**src/qra_pkg.sv**
```systemverilog
`timescale 1ns / 1ps
package qra_pkg;

    localparam int FRAC_BITS_DEF = 14;
    localparam int DATA_W        = 16;
    localparam int LIMIT_W       = 8;
    localparam logic [LIMIT_W-1:0] LIMIT_RST = 8'd1;
    // Sum of four 16x16 products needs 34 signed bits
    localparam int ACC_W = 34;
    // |prod| << FRAC_BITS never exceeds 2^32
    localparam int NUM_W = 33;
    localparam int CNT_W = 6;

    typedef enum logic [3:0] {
        OP_NOP,
        OP_LOAD,
        OP_MAC,
        OP_SQR,
        OP_ROOT,
        OP_DECIDE,
        OP_DLOAD,
        OP_DSTEP,
        OP_DSTORE,
        OP_COMMIT
    } dp_op_t;

    typedef struct packed {
        dp_op_t     op;
        logic [3:0] step;
    } dp_cmd_t;

    typedef struct packed {
        logic degen;
    } dp_stat_t;

    typedef struct packed {
        logic [1:0] ai;
        logic [1:0] bi;
        logic       neg;
    } term_t;

    // Hamilton product terms a*b; step[3:2] = component (x,y,z,w), step[1:0] = term
    function automatic term_t term_sel(input logic [3:0] step);
        term_t t;
        unique case (step)
            4'd0:  t = '{2'd3, 2'd0, 1'b0};
            4'd1:  t = '{2'd0, 2'd3, 1'b0};
            4'd2:  t = '{2'd1, 2'd2, 1'b0};
            4'd3:  t = '{2'd2, 2'd1, 1'b1};
            4'd4:  t = '{2'd3, 2'd1, 1'b0};
            4'd5:  t = '{2'd1, 2'd3, 1'b0};
            4'd6:  t = '{2'd2, 2'd0, 1'b0};
            4'd7:  t = '{2'd0, 2'd2, 1'b1};
            4'd8:  t = '{2'd3, 2'd2, 1'b0};
            4'd9:  t = '{2'd2, 2'd3, 1'b0};
            4'd10: t = '{2'd0, 2'd1, 1'b0};
            4'd11: t = '{2'd1, 2'd0, 1'b1};
            4'd12: t = '{2'd3, 2'd3, 1'b0};
            4'd13: t = '{2'd0, 2'd0, 1'b1};
            4'd14: t = '{2'd1, 2'd1, 1'b1};
            4'd15: t = '{2'd2, 2'd2, 1'b1};
            default: t = '{2'd0, 2'd0, 1'b0};
        endcase
        return t;
    endfunction

endpackage

```
**src/qra_ctrl.sv**
```systemverilog
`timescale 1ns / 1ps
module qra_ctrl
    import qra_pkg::*;
#(
    parameter int FRAC_BITS = FRAC_BITS_DEF
)
(
    input  logic     clk,
    input  logic     rst_n,
    input  logic     in_valid,
    output logic     in_stall,
    output logic     out_valid,
    input  logic     out_stall,
    input  dp_stat_t stat,
    output dp_cmd_t  cmd
);

    localparam int MW = 34 - FRAC_BITS;

    typedef enum logic [8:0] {
        S_IDLE   = 9'b000000001,
        S_MAC    = 9'b000000010,
        S_SQR    = 9'b000000100,
        S_ROOT   = 9'b000001000,
        S_DECIDE = 9'b000010000,
        S_DLOAD  = 9'b000100000,
        S_DSTEP  = 9'b001000000,
        S_DSTORE = 9'b010000000,
        S_OUT    = 9'b100000000
    } state_t;

    state_t           state_reg, state_next;
    logic [CNT_W-1:0] cnt_reg, cnt_next;
    logic [1:0]       comp_reg, comp_next;
    logic             out_valid_reg, out_valid_next;

    assign in_stall  = (state_reg != S_IDLE);
    assign out_valid = out_valid_reg;

    always_comb
    begin
        state_next     = state_reg;
        cnt_next       = cnt_reg;
        comp_next      = comp_reg;
        out_valid_next = out_valid_reg & out_stall;
        cmd.op         = OP_NOP;
        cmd.step       = cnt_reg[3:0];
        unique case (state_reg)
            S_IDLE:
            begin
                if (in_valid)
                begin
                    cmd.op     = OP_LOAD;
                    cnt_next   = '0;
                    state_next = S_MAC;
                end
            end
            S_MAC:
            begin
                cmd.op   = OP_MAC;
                cnt_next = cnt_reg + 1'b1;
                if (cnt_reg == CNT_W'(15))
                begin
                    cnt_next   = '0;
                    state_next = S_SQR;
                end
            end
            S_SQR:
            begin
                cmd.op   = OP_SQR;
                cnt_next = cnt_reg + 1'b1;
                if (cnt_reg == CNT_W'(3))
                begin
                    cnt_next   = '0;
                    state_next = S_ROOT;
                end
            end
            S_ROOT:
            begin
                cmd.op   = OP_ROOT;
                cnt_next = cnt_reg + 1'b1;
                if (cnt_reg == CNT_W'(MW - 1))
                    state_next = S_DECIDE;
            end
            S_DECIDE:
            begin
                cmd.op    = OP_DECIDE;
                comp_next = '0;
                state_next = stat.degen ? S_OUT : S_DLOAD;
            end
            S_DLOAD:
            begin
                cmd.op     = OP_DLOAD;
                cmd.step   = {2'b00, comp_reg};
                cnt_next   = '0;
                state_next = S_DSTEP;
            end
            S_DSTEP:
            begin
                cmd.op   = OP_DSTEP;
                cnt_next = cnt_reg + 1'b1;
                if (cnt_reg == CNT_W'(NUM_W - 1))
                    state_next = S_DSTORE;
            end
            S_DSTORE:
            begin
                cmd.op    = OP_DSTORE;
                cmd.step  = {2'b00, comp_reg};
                comp_next = comp_reg + 1'b1;
                state_next = (comp_reg == 2'd3) ? S_OUT : S_DLOAD;
            end
            S_OUT:
            begin
                if (!out_valid_reg || !out_stall)
                begin
                    cmd.op         = OP_COMMIT;
                    out_valid_next = 1'b1;
                    state_next     = S_IDLE;
                end
            end
            default:
            begin
                state_next = S_IDLE;
            end
        endcase
    end

    always_ff @(posedge clk or negedge rst_n)
    begin
        if (!rst_n)
        begin
            state_reg     <= S_IDLE;
            cnt_reg       <= '0;
            comp_reg      <= '0;
            out_valid_reg <= 1'b0;
        end
        else
        begin
            state_reg     <= state_next;
            cnt_reg       <= cnt_next;
            comp_reg      <= comp_next;
            out_valid_reg <= out_valid_next;
        end
    end

    a_onehot: assert property (@(posedge clk) disable iff (!rst_n) $onehot(state_reg))
        else $error("state not one-hot");
    a_accept: assert property (@(posedge clk) disable iff (!rst_n)
        (in_valid && !in_stall) |=> (state_reg == S_MAC))
        else $error("accepted beat did not start the product");
    a_commit: assert property (@(posedge clk) disable iff (!rst_n)
        (state_reg == S_OUT && (!out_valid_reg || !out_stall)) |=> out_valid_reg)
        else $error("commit without result beat");
    a_divcnt: assert property (@(posedge clk) disable iff (!rst_n)
        (state_reg == S_DSTEP) |-> (cnt_reg < CNT_W'(NUM_W)))
        else $error("divide counter overrun");

endmodule

```
**src/qra_dp.sv**
```systemverilog
`timescale 1ns / 1ps
module qra_dp
    import qra_pkg::*;
#(
    parameter int FRAC_BITS = FRAC_BITS_DEF
)
(
    input  logic                     clk,
    input  logic                     rst_n,
    input  dp_cmd_t                  cmd,
    output dp_stat_t                 stat,
    input  logic                     kind,
    input  logic signed [DATA_W-1:0] rot_x,
    input  logic signed [DATA_W-1:0] rot_y,
    input  logic signed [DATA_W-1:0] rot_z,
    input  logic signed [DATA_W-1:0] rot_w,
    input  logic                     cfg_we,
    input  logic [LIMIT_W-1:0]       cfg_data,
    output logic signed [DATA_W-1:0] orient_x,
    output logic signed [DATA_W-1:0] orient_y,
    output logic signed [DATA_W-1:0] orient_z,
    output logic signed [DATA_W-1:0] orient_w,
    output logic                     degenerate
);

    localparam int MW = 34 - FRAC_BITS;   // product / magnitude width
    localparam int PW = MW;
    localparam int SW = 2 * MW;
    localparam int RW = MW + 2;
    localparam int CW = MW + LIMIT_W;
    localparam logic [ACC_W-1:0] RND = ACC_W'((64'd1 << FRAC_BITS) - 64'd1);
    localparam logic [DATA_W-1:0] ONE_Q =
        (FRAC_BITS >= 15) ? 16'h7FFF : DATA_W'(64'd1 << FRAC_BITS);

    logic                     kind_reg;
    logic signed [DATA_W-1:0] rot_reg [4];
    logic signed [DATA_W-1:0] ori_reg [4];
    logic signed [DATA_W-1:0] newq_reg [4];
    logic signed [ACC_W-1:0]  acc_reg [4];
    logic signed [PW-1:0]     prod_reg [4];
    logic [SW-1:0]            sumsq_reg;
    logic [RW-1:0]            rem_reg;
    logic [MW-1:0]            root_reg;
    logic                     degen_reg, out_degen_reg;
    logic [NUM_W-1:0]         num_reg, quot_reg;
    logic [MW-1:0]            drem_reg;
    logic                     dneg_reg;
    logic [LIMIT_W-1:0]       limit_reg;

    term_t                    term;
    logic signed [DATA_W-1:0] a_vec [4];
    logic signed [DATA_W-1:0] b_vec [4];
    logic signed [2*DATA_W-1:0] mprod;
    logic signed [ACC_W-1:0]  acc_sel, acc_adj;
    logic signed [PW-1:0]     pt;
    logic signed [2*PW-1:0]   sq;
    logic [RW-1:0]            rem_sh, trial;
    logic [MW:0]              dr;
    logic signed [PW-1:0]     pd;
    logic [PW-1:0]            pabs;
    logic [DATA_W-1:0]        qclamp;
    logic                     degen_c;

    always_comb
    begin
        term = term_sel(cmd.step);
        for (int i = 0; i < 4; i++)
        begin
            a_vec[i] = kind_reg ? rot_reg[i] : ori_reg[i];
            b_vec[i] = kind_reg ? ori_reg[i] : rot_reg[i];
        end
        mprod   = a_vec[term.ai] * b_vec[term.bi];
        // truncate toward zero on the 2^F scale-down
        acc_sel = acc_reg[cmd.step[1:0]];
        acc_adj = acc_sel + (acc_sel[ACC_W-1] ? $signed(RND) : $signed(ACC_W'(0)));
        pt      = PW'(acc_adj >>> FRAC_BITS);
        sq      = pt * pt;
        rem_sh  = {rem_reg[RW-3:0], sumsq_reg[SW-1:SW-2]};
        trial   = {root_reg, 2'b01};
        dr      = {drem_reg, num_reg[NUM_W-1]};
        pd      = prod_reg[cmd.step[1:0]];
        pabs    = pd[PW-1] ? PW'(-pd) : PW'(pd);
        if (dneg_reg)
            qclamp = (quot_reg > NUM_W'(32768)) ? 16'h8000 : DATA_W'(~quot_reg + 1'b1);
        else
            qclamp = (quot_reg > NUM_W'(32767)) ? 16'h7FFF : quot_reg[DATA_W-1:0];
        degen_c = (root_reg == '0) || (CW'(root_reg) < CW'(limit_reg));
    end

    assign stat.degen = degen_c;

    always_ff @(posedge clk or negedge rst_n)
    begin
        if (!rst_n)
        begin
            ori_reg[0] <= '0;
            ori_reg[1] <= '0;
            ori_reg[2] <= '0;
            ori_reg[3] <= ONE_Q;
            limit_reg  <= LIMIT_RST;
        end
        else
        begin
            if (cfg_we)
                limit_reg <= cfg_data;
            if (cmd.op == OP_COMMIT)
                ori_reg <= newq_reg;
        end
    end

    always_ff @(posedge clk)
    begin
        unique case (cmd.op)
            OP_LOAD:
            begin
                kind_reg   <= kind;
                rot_reg[0] <= rot_x;
                rot_reg[1] <= rot_y;
                rot_reg[2] <= rot_z;
                rot_reg[3] <= rot_w;
                for (int i = 0; i < 4; i++)
                    acc_reg[i] <= '0;
                sumsq_reg <= '0;
                rem_reg   <= '0;
                root_reg  <= '0;
            end
            OP_MAC:
            begin
                if (term.neg)
                    acc_reg[cmd.step[3:2]] <= acc_reg[cmd.step[3:2]] - ACC_W'(mprod);
                else
                    acc_reg[cmd.step[3:2]] <= acc_reg[cmd.step[3:2]] + ACC_W'(mprod);
            end
            OP_SQR:
            begin
                prod_reg[cmd.step[1:0]] <= pt;
                sumsq_reg <= sumsq_reg + SW'(unsigned'(sq));
            end
            OP_ROOT:
            begin
                sumsq_reg <= sumsq_reg << 2;
                if (rem_sh >= trial)
                begin
                    rem_reg  <= rem_sh - trial;
                    root_reg <= {root_reg[MW-2:0], 1'b1};
                end
                else
                begin
                    rem_reg  <= rem_sh;
                    root_reg <= {root_reg[MW-2:0], 1'b0};
                end
            end
            OP_DECIDE:
            begin
                degen_reg <= degen_c;
                if (degen_c)
                begin
                    newq_reg[0] <= '0;
                    newq_reg[1] <= '0;
                    newq_reg[2] <= '0;
                    newq_reg[3] <= ONE_Q;
                end
            end
            OP_DLOAD:
            begin
                num_reg  <= NUM_W'(pabs) << FRAC_BITS;
                dneg_reg <= pd[PW-1];
                drem_reg <= '0;
                quot_reg <= '0;
            end
            OP_DSTEP:
            begin
                num_reg <= num_reg << 1;
                if (dr >= {1'b0, root_reg})
                begin
                    drem_reg <= MW'(dr - {1'b0, root_reg});
                    quot_reg <= {quot_reg[NUM_W-2:0], 1'b1};
                end
                else
                begin
                    drem_reg <= dr[MW-1:0];
                    quot_reg <= {quot_reg[NUM_W-2:0], 1'b0};
                end
            end
            OP_DSTORE:
            begin
                newq_reg[cmd.step[1:0]] <= qclamp;
            end
            OP_COMMIT:
            begin
                out_degen_reg <= degen_reg;
            end
            default:
            begin
            end
        endcase
    end

    assign orient_x   = ori_reg[0];
    assign orient_y   = ori_reg[1];
    assign orient_z   = ori_reg[2];
    assign orient_w   = ori_reg[3];
    assign degenerate = out_degen_reg;

endmodule

```
**src/quaternion_rotation_accumulator_core.sv**
```systemverilog
`timescale 1ns / 1ps
// Quaternion orientation accumulator. Holds an orientation (x, y, z, w, signed
// fixed point with FRAC_BITS fraction bits, identity after reset) and takes one
// rotation quaternion per beat: kind 0 multiplies orientation*rot, kind 1
// rot*orientation. The product is renormalized by its floored magnitude and
// becomes the new orientation, which is also the result beat; if the magnitude
// is zero or below degenerate_limit the identity is used and degenerate is set.
// A beat runs through accept, multiply-accumulate (single 16x16 multiplier),
// squaring, bit-serial square root, a decision and bit-serial division of
// each of the four components, then commit; the division is skipped when the
// identity is substituted. A new beat is taken as soon as the previous result
// is committed to the output register, even while that result still stalls.
// degenerate_limit is written through cfg_valid/cfg_data (always ready) and
// must only change while the block is idle.
module quaternion_rotation_accumulator_core
    import qra_pkg::*;
#(
    parameter int FRAC_BITS = FRAC_BITS_DEF
)
(
    input  logic                     clk,
    input  logic                     rst_n,
    input  logic                     in_valid,
    output logic                     in_stall,
    input  logic                     kind,
    input  logic signed [DATA_W-1:0] rot_x,
    input  logic signed [DATA_W-1:0] rot_y,
    input  logic signed [DATA_W-1:0] rot_z,
    input  logic signed [DATA_W-1:0] rot_w,
    output logic                     out_valid,
    input  logic                     out_stall,
    output logic signed [DATA_W-1:0] orient_x,
    output logic signed [DATA_W-1:0] orient_y,
    output logic signed [DATA_W-1:0] orient_z,
    output logic signed [DATA_W-1:0] orient_w,
    output logic                     degenerate,
    input  logic                     cfg_valid,
    output logic                     cfg_ready,
    input  logic [LIMIT_W-1:0]       cfg_data
);

    dp_cmd_t  cmd;
    dp_stat_t stat;

    // register writes are always accepted
    assign cfg_ready = 1'b1;

    qra_ctrl #(
        .FRAC_BITS (FRAC_BITS)
    ) u_ctrl (
        .clk       (clk),
        .rst_n     (rst_n),
        .in_valid  (in_valid),
        .in_stall  (in_stall),
        .out_valid (out_valid),
        .out_stall (out_stall),
        .stat      (stat),
        .cmd       (cmd)
    );

    qra_dp #(
        .FRAC_BITS (FRAC_BITS)
    ) u_dp (
        .clk        (clk),
        .rst_n      (rst_n),
        .cmd        (cmd),
        .stat       (stat),
        .kind       (kind),
        .rot_x      (rot_x),
        .rot_y      (rot_y),
        .rot_z      (rot_z),
        .rot_w      (rot_w),
        .cfg_we     (cfg_valid & cfg_ready),
        .cfg_data   (cfg_data),
        .orient_x   (orient_x),
        .orient_y   (orient_y),
        .orient_z   (orient_z),
        .orient_w   (orient_w),
        .degenerate (degenerate)
    );

endmodule
```
**config.mk**
```make
export PLATFORM = sky130hd
export DESIGN_NAME = quaternion_rotation_accumulator_core
export DESIGN_NICKNAME = d
export VERILOG_FILES = /design/src/qra_pkg.sv /design/src/qra_ctrl.sv /design/src/qra_dp.sv /design/src/quaternion_rotation_accumulator_core.sv
export SDC_FILE = /design/constraint.sdc
export NUM_CORES = 2
export LEC_CHECK = 0
export BUFFER_PORTS_ARGS = -buffer_cell sky130_fd_sc_hd__buf_2
export CORE_MARGIN = 4
export CORE_UTILIZATION = 40
export CTS_BUF_LIST = sky130_fd_sc_hd__clkbuf_8
export CTS_CLUSTER_DIAMETER = 80
export DETAILED_ROUTE_END_ITERATION = 6
export GPL_TIMING_DRIVEN = 1
export MAX_ROUTING_LAYER = met4
export SLEW_MARGIN = 15
export SYNTH_ARGS = -nofsm -noshare
export SYNTH_HDL_FRONTEND = slang
export SYNTH_HIERARCHICAL = 1
export SYNTH_SLANG_ARGS = --single-unit
```
**constraint.sdc**
```tcl
create_clock -name clk -period 35.3 [get_ports clk]
set_input_delay 5.295 -clock clk [delete_from_list [all_inputs] [get_ports clk]]
set_output_delay 5.295 -clock clk [all_outputs]
set_load 0.01 [all_outputs]
```
# After elaboration in Yosys (flattened, before gate mapping)
# Memories as Yosys holds them, arrays and structs flattened.
# Index checks and enable logic that the tools add are counted.
# op_classes
reduce_logical,18
magnitude_cmp,9
n_bitwise,6
n_eq_ne,31
addsub,10
mul,2
mux,68
# ops
op,n
2-to-1 mux 16 bit,16
one-hot mux 33 bit (2 select lines),2
one-hot mux 64 bit (2 select lines),1
one-hot mux 20 bit (2 select lines),3
one-hot mux 40 bit (3 select lines),1
one-hot mux 9 bit (9 select lines),1
2-to-1 mux 9 bit,8
2-to-1 mux 34 bit,2
binary-select mux 16 bit (select 2 bit),2
bitwise mux 64 bit,1
2-to-1 mux 64 bit,1
adder 40 bit,1
multiplier 20 x 20 -> 40 bit,1
2-to-1 mux 20 bit,2
subtractor 20 bit,2
one-hot mux 4 bit (9 select lines),1
adder 34 x 15 -> 34 bit,1
adder 34 x 32 -> 34 bit,1
OR reduction 34 bit,1
subtractor 34 x 32 -> 34 bit,1
"> comparator 33 x 15 -> 1 bit, second input constant",1
"> comparator 33 x 16 -> 1 bit, second input constant",1
demux 16 bit (select 2 bit),1
multiplier 16 x 16 -> 32 bit,1
other kinds (52),91
# word_totals
inputBits,78
wordCells,171
mem_count,4
ramBits,280
regBits,324
rom_bits,80
# mem_list
name,words,width,read_ports,rd_clocked_by_memory_dff,write_ports,line_no,rtl
u_dp.acc_reg,4,34,2,0,4,qra_dp.sv:39,logic signed [ACC_W-1:0] acc_reg [4];
(name not given),16,5,1,0,0,qra_pkg.sv:45,unique case (step)
u_dp.prod_reg,4,20,1,0,1,qra_dp.sv:40,logic signed [PW-1:0] prod_reg [4];
u_dp.rot_reg,4,16,4,0,4,qra_dp.sv:36,logic signed [DATA_W-1:0] rot_reg [4];

# Logic depth before layout (Yosys ltp)
# An unclocked memory read counts as a cell.
# depth
ltp_word,12
mapped_depth,54

# Cells and area by module
# The synthesis kept the hierarchy.
# by_module_without_submodules
module,area_per_inst_um2,seq_area_each_um2,instances,cells_each
qra_dp,55961.2,16818.6,1,5181
qra_ctrl,1203.7,451.7,1,138
quaternion_rotation_accumulator_core,11.3,0.0,1,2

# Worst setup path before layout
# OpenSTA, ideal clock, no wires.
# synth_timing
path_kind,reg2reg
start,register u_ctrl.state_reg[5]
end,"register u_dp.sumsq_reg[38], data pin"
period_less_slack_ns,13.867
setup_ns,0.274
setup_slack_ns,21.433
t_arrival_ns,13.593
stages_incl_launch_ff,52
n_path_buf,9
cell_sequence,dfrtp_1 -> buf_2 -> or4_4 -> nor4b_4 -> a31oi_1 -> mux2_2 -> buf_6 -> buf_6 -> buf_6 -> buf_4 -> buf_2 -> buf_2 -> buf_1 -> mux4_2 -> ha_1 -> a21oi_1 -> nor2b_1 -> o21ai_0 -> [... 16 more ...] -> fa_1 -> inv_1 -> fa_1 -> inv_1 -> fa_1 -> inv_1 -> ha_1 -> and3_1 -> and3_1 -> and3_1 -> a32oi_1 -> a31oi_1 -> o22ai_1 -> o21ai_0 -> a2111o_1 -> a31oi_1 -> xor2_1 -> o22ai_1
# synth_rtl
item,line_no,rtl
start: declaration,qra_ctrl.sv:32,"state_t state_reg, state_next;"
start signal: assignment,qra_ctrl.sv:139,state_reg <= state_next;
end signal: assignment,qra_dp.sv:137,sumsq_reg <= sumsq_reg + SW'(unsigned'(sq));
end signal: assignment,qra_dp.sv:141,sumsq_reg <= sumsq_reg << 2;
end: declaration,qra_dp.sv:41,logic [SW-1:0] sumsq_reg;

==> out/qor.log <==
[status] status finished clean
[timing] clock skew after layout 0.05703 ns
[setup_path] Crit. End Element flop
[detailed_routing] DRC violation total after the first TritonRoute iteration 2730
[setup_path] maximum single-stage delay on the critical path 0.90 ns
[setup_path] register-to-register path setup slack 21.03 ns
[timing] setup TNS 0 ns
[grt] global-route usage over all layers 20.78%
[detailed_routing] DRC violations left 0
[timing] unrepaired setup endpoints after global routing false
[setup_path] critical path class flop to flop
[detailed_routing] via density per instance 5.244
[clock_tree] CTS tree built
[die] initial core utilization 40.33%
[synth] count of different cell masters after synthesis 103
[synth] cell count after synthesis 5321
[grt] first-pass GRT wire length 235900 um
[clock_tree] maximum level of the CTS H-tree 3
[die] DIE HEIGHT 386.1 um
[die] placeable core area 141800 sq um
[synth] Post-Syn Nets 6423
[timing] number of failing hold endpoints at the final stage 0
[detailed_routing] total wire length after detailed routing 146200 um
[synth] FFs w/ async S/R, synth 15.25%
[setup_path] most numerous cell on the critical path fa_1
[synth] synthesis-stage register bit count 590
[placement] Post-DP HPWL 110900 um
[clock_tree] Clock Sink Count 590
[synth] number of synthesized flops with an enable pin 500
[layout] final-stage net count 6560
[synth] mean post-synth cell area 10.75 sq um
[setup_path] CP Launch Type flop
[setup_path] cell with the largest stage delay on the worst path mux4_2
[detailed_routing] DR WL/cell 19.67 um
[timing] count of final max-slew check failures 0
[timing] final period utilization 40.42%
[setup_path] highest net fanout along the worst path 34
[detailed_routing] final antenna-violating net count 0
[clock_tree] number of CTS-inserted buffers 101
[timing] Tmin final 14.27 ns
[die] io pins 146
[timing] Max Fclk 70.08 MHz
[detailed_routing] count of TritonRoute iterations in the first routing pass 5
[layout] area growth from synthesis to layout 8.887%
[detailed_routing] vias post-DR 38981
[job] number of max-cap violations 0
[die] die span in x 386.1 um
[timing] worst relative slew slack 23.39%
[clock_tree] root buffer cell clkbuf_8
[placement] weighted congestion at the end of routability-driven global placement 0.9122
[die] Total Die Area 149100 sq um
[setup_path] length in cells of the worst reg-to-reg path 41
[layout] flip-flop count of the largest register, all copies and words added 136
[synth] top flip-flop cell by instance count after synthesis edfxtp_1
[clock_tree] CTS Buffer Depth 3
[synth] total of warnings raised by yosys 6
[clock_tree] Post-CTS Resized 0
[grt] number of antenna violations at the first check in global routing 2
[placement] total of buffers placed on input and output ports 144
[clock_tree] clk_lat worst skew 0.80 ns
[timing] Worst Tran Pin Value 1.117 ns
[setup_path] Crit path required time 35.78 ns
[clock_tree] clock-pin slew reported for the worst setup and hold paths after clock tree synthesis 0.06 ns
[setup_path] arrival time of the worst setup path 14.75 ns
[grt] overall overflow remaining after global route 0
[hold_path] worst hold stages 0
[clock_tree] Post-CTS Setup Inserts 0
[layout] proportion of layout cells with a drive suffix above 1 13.98%
[grt] maximum number of pins on one net before global-route repair 94
[die] # rows 138
[synth] combined area of all synthesized cells 57180 sq um
[layout] fillcell total 13370
[timing] final setup violation count 0
[synth] fraction of the yosys area taken by sequential cells 30.21%
[clock_tree] Post-CTS Hold Fix Bufs 0
[grt] via count of the first global-routing pass 40744
[hold_path] worst hold path type flop to flop
-- area by class of cell --
cell class	instances	area [sq um]	share of cell area (%)
Clock buffer	112	1541	2.476
Tap cell	1890	2365	3.798
Clock inverter	75	499.2	0.8019
Multi-Input combinational cell	3528	35420	56.90
Inverter	1006	3777	6.067
Antenna cell	2	5.005	0.008039
Timing Repair Buffer	231	1376	2.211
Sequential cell	590	17270	27.74
-- path summary, 6_finish.rpt --
check	from	end
max reg2reg	u_ctrl/state_reg[5]	u_dp/acc_reg[2][33]
max	u_ctrl/state_reg[5]	u_dp/acc_reg[2][33]
min in group asynchronous	rst_n	u_dp/orient_z[1]
max in group asynchronous	rst_n	u_dp/limit_reg[3]
min reg2reg	u_dp/degen_reg	u_dp/degenerate
min	u_dp/degen_reg	u_dp/degenerate
-- critical path, delay by kind of cell, from the launching register on --
| family | cells | cell delay (ns) |
|---|---|---|
| and+or+nand+nor | 12 | 3.11 |
| muxes | 4 | 2.96 |
| DFF | 1 | 0.48 |
| adders and majority gates | 9 | 4.15 |
| buffers and inverters | 4 | 0.50 |
| AOI/OAI and AO/OA | 9 | 2.13 |
| xor gates and xnor gates | 3 | 0.57 |
-- logic make-up (layout without fill, tap and decap cells) --
group,count (synthesis),in the layout,synth area share [%]
other,1,3,0.006559
adders and majority gates,1024,1024,31.57
AOI/OAI and AO/OA,599,599,6.825
xor gates and xnor gates,221,221,3.398
buffers and inverters,1203,1424,7.992
DFF,590,590,30.21
muxes,297,297,8.655
and+or+nand+nor,1386,1386,11.34
-- metrics by stage --
| step | instance area (sq um) | instances | hold slack, ns | utilization (%) | worst slack (ns) |
|---|---|---|---|---|---|
| finish | 62260 | 7434 | 0.4280 | 43.92 | 21.03 |
| global route | 62250 | 7433 | 0.4407 | 43.92 | 20.08 |
| CTS | 62250 | 7432 | 0.4308 | 43.91 | 20.63 |
| detailed placement | 60210 | 7245 | 0.4150 | 42.47 | 20.73 |
| global placement | 60210 | 7245 | 0.4139 | 42.47 | 20.97 |
| floorplan | 57180 | 5321 | 0.4003 | - | 21.43 |
-- cell usage after synthesis, types with 8 or more instances --
master	count	area, sq um
o22ai_1	28	175.2
o21a_1	16	120.1
nand2b_1	36	225.2
buf_2	12	60.06
mux2i_1	77	770.7
and2_1	58	362.9
nor3_1	51	255.2
or2_2	127	794.5
a21o_1	65	488.0
nor2b_1	41	256.5
xnor2_1	134	1174
nand3_1	67	335.3
or3_1	29	181.4
nand4_1	24	150.1
a21oi_1	160	800.8
a211oi_1	48	360.4
fa_1	698	13970
inv_1	999	3750
nand2_1	291	1092
a211o_1	11	96.34
edfxtp_1	500	15010
dfrtp_1	87	2177
o21bai_1	11	82.58
nor3b_1	8	60.06
mux2_2	69	777.0
clkbuf_1	151	566.8
ha_1	326	4079
and3_1	21	131.4
o21ai_0	142	710.7
nor4_1	18	112.6
xor2_1	86	753.2
buf_1	27	101.4
o211ai_1	9	67.56
nor2_1	577	2166
a31oi_1	15	93.84
mux4_2	151	3401
o31ai_1	13	97.59
-- routing by layer --
metal  track usage, %  vias to the layer above  part of all wire [%]
li1                 -                    17782                     -
met1            28.25                    19636                    44
met2            32.88                     1283                    47
met3            2.882                      280                   6.4
met4            5.701                        0                   2.9
met5                -                        -                     0
-- placed cells by master (no fill, tap or decap), types with 13 or more instances in the layout --
cell,n
nand3_1,66
clkbuf_8,112
o22ai_1,28
o21ai_0,141
o21a_1,16
mux2_2,68
edfxtp_1,500
nand2_1,289
nor2b_1,41
xnor2_1,134
nor4_1,18
nand4_1,24
clkinv_1,16
buf_2,143
or3_1,29
buf_4,88
inv_1,1034
a21o_1,65
nor3_1,49
xor2_1,84
fa_1,698
a211oi_1,48
ha_1,325
mux4_2,151
and2_1,55
nor2_1,576
or2_2,127
mux2i_1,76
dfrtp_1,87
o31ai_1,13
a21oi_1,160
a31oi_1,15
and3_1,20
clkinv_2,17
nand2b_1,35
Power is not shown: default switching activity piles up to over one toggle a cycle in this logic, so the estimate is an artifact.
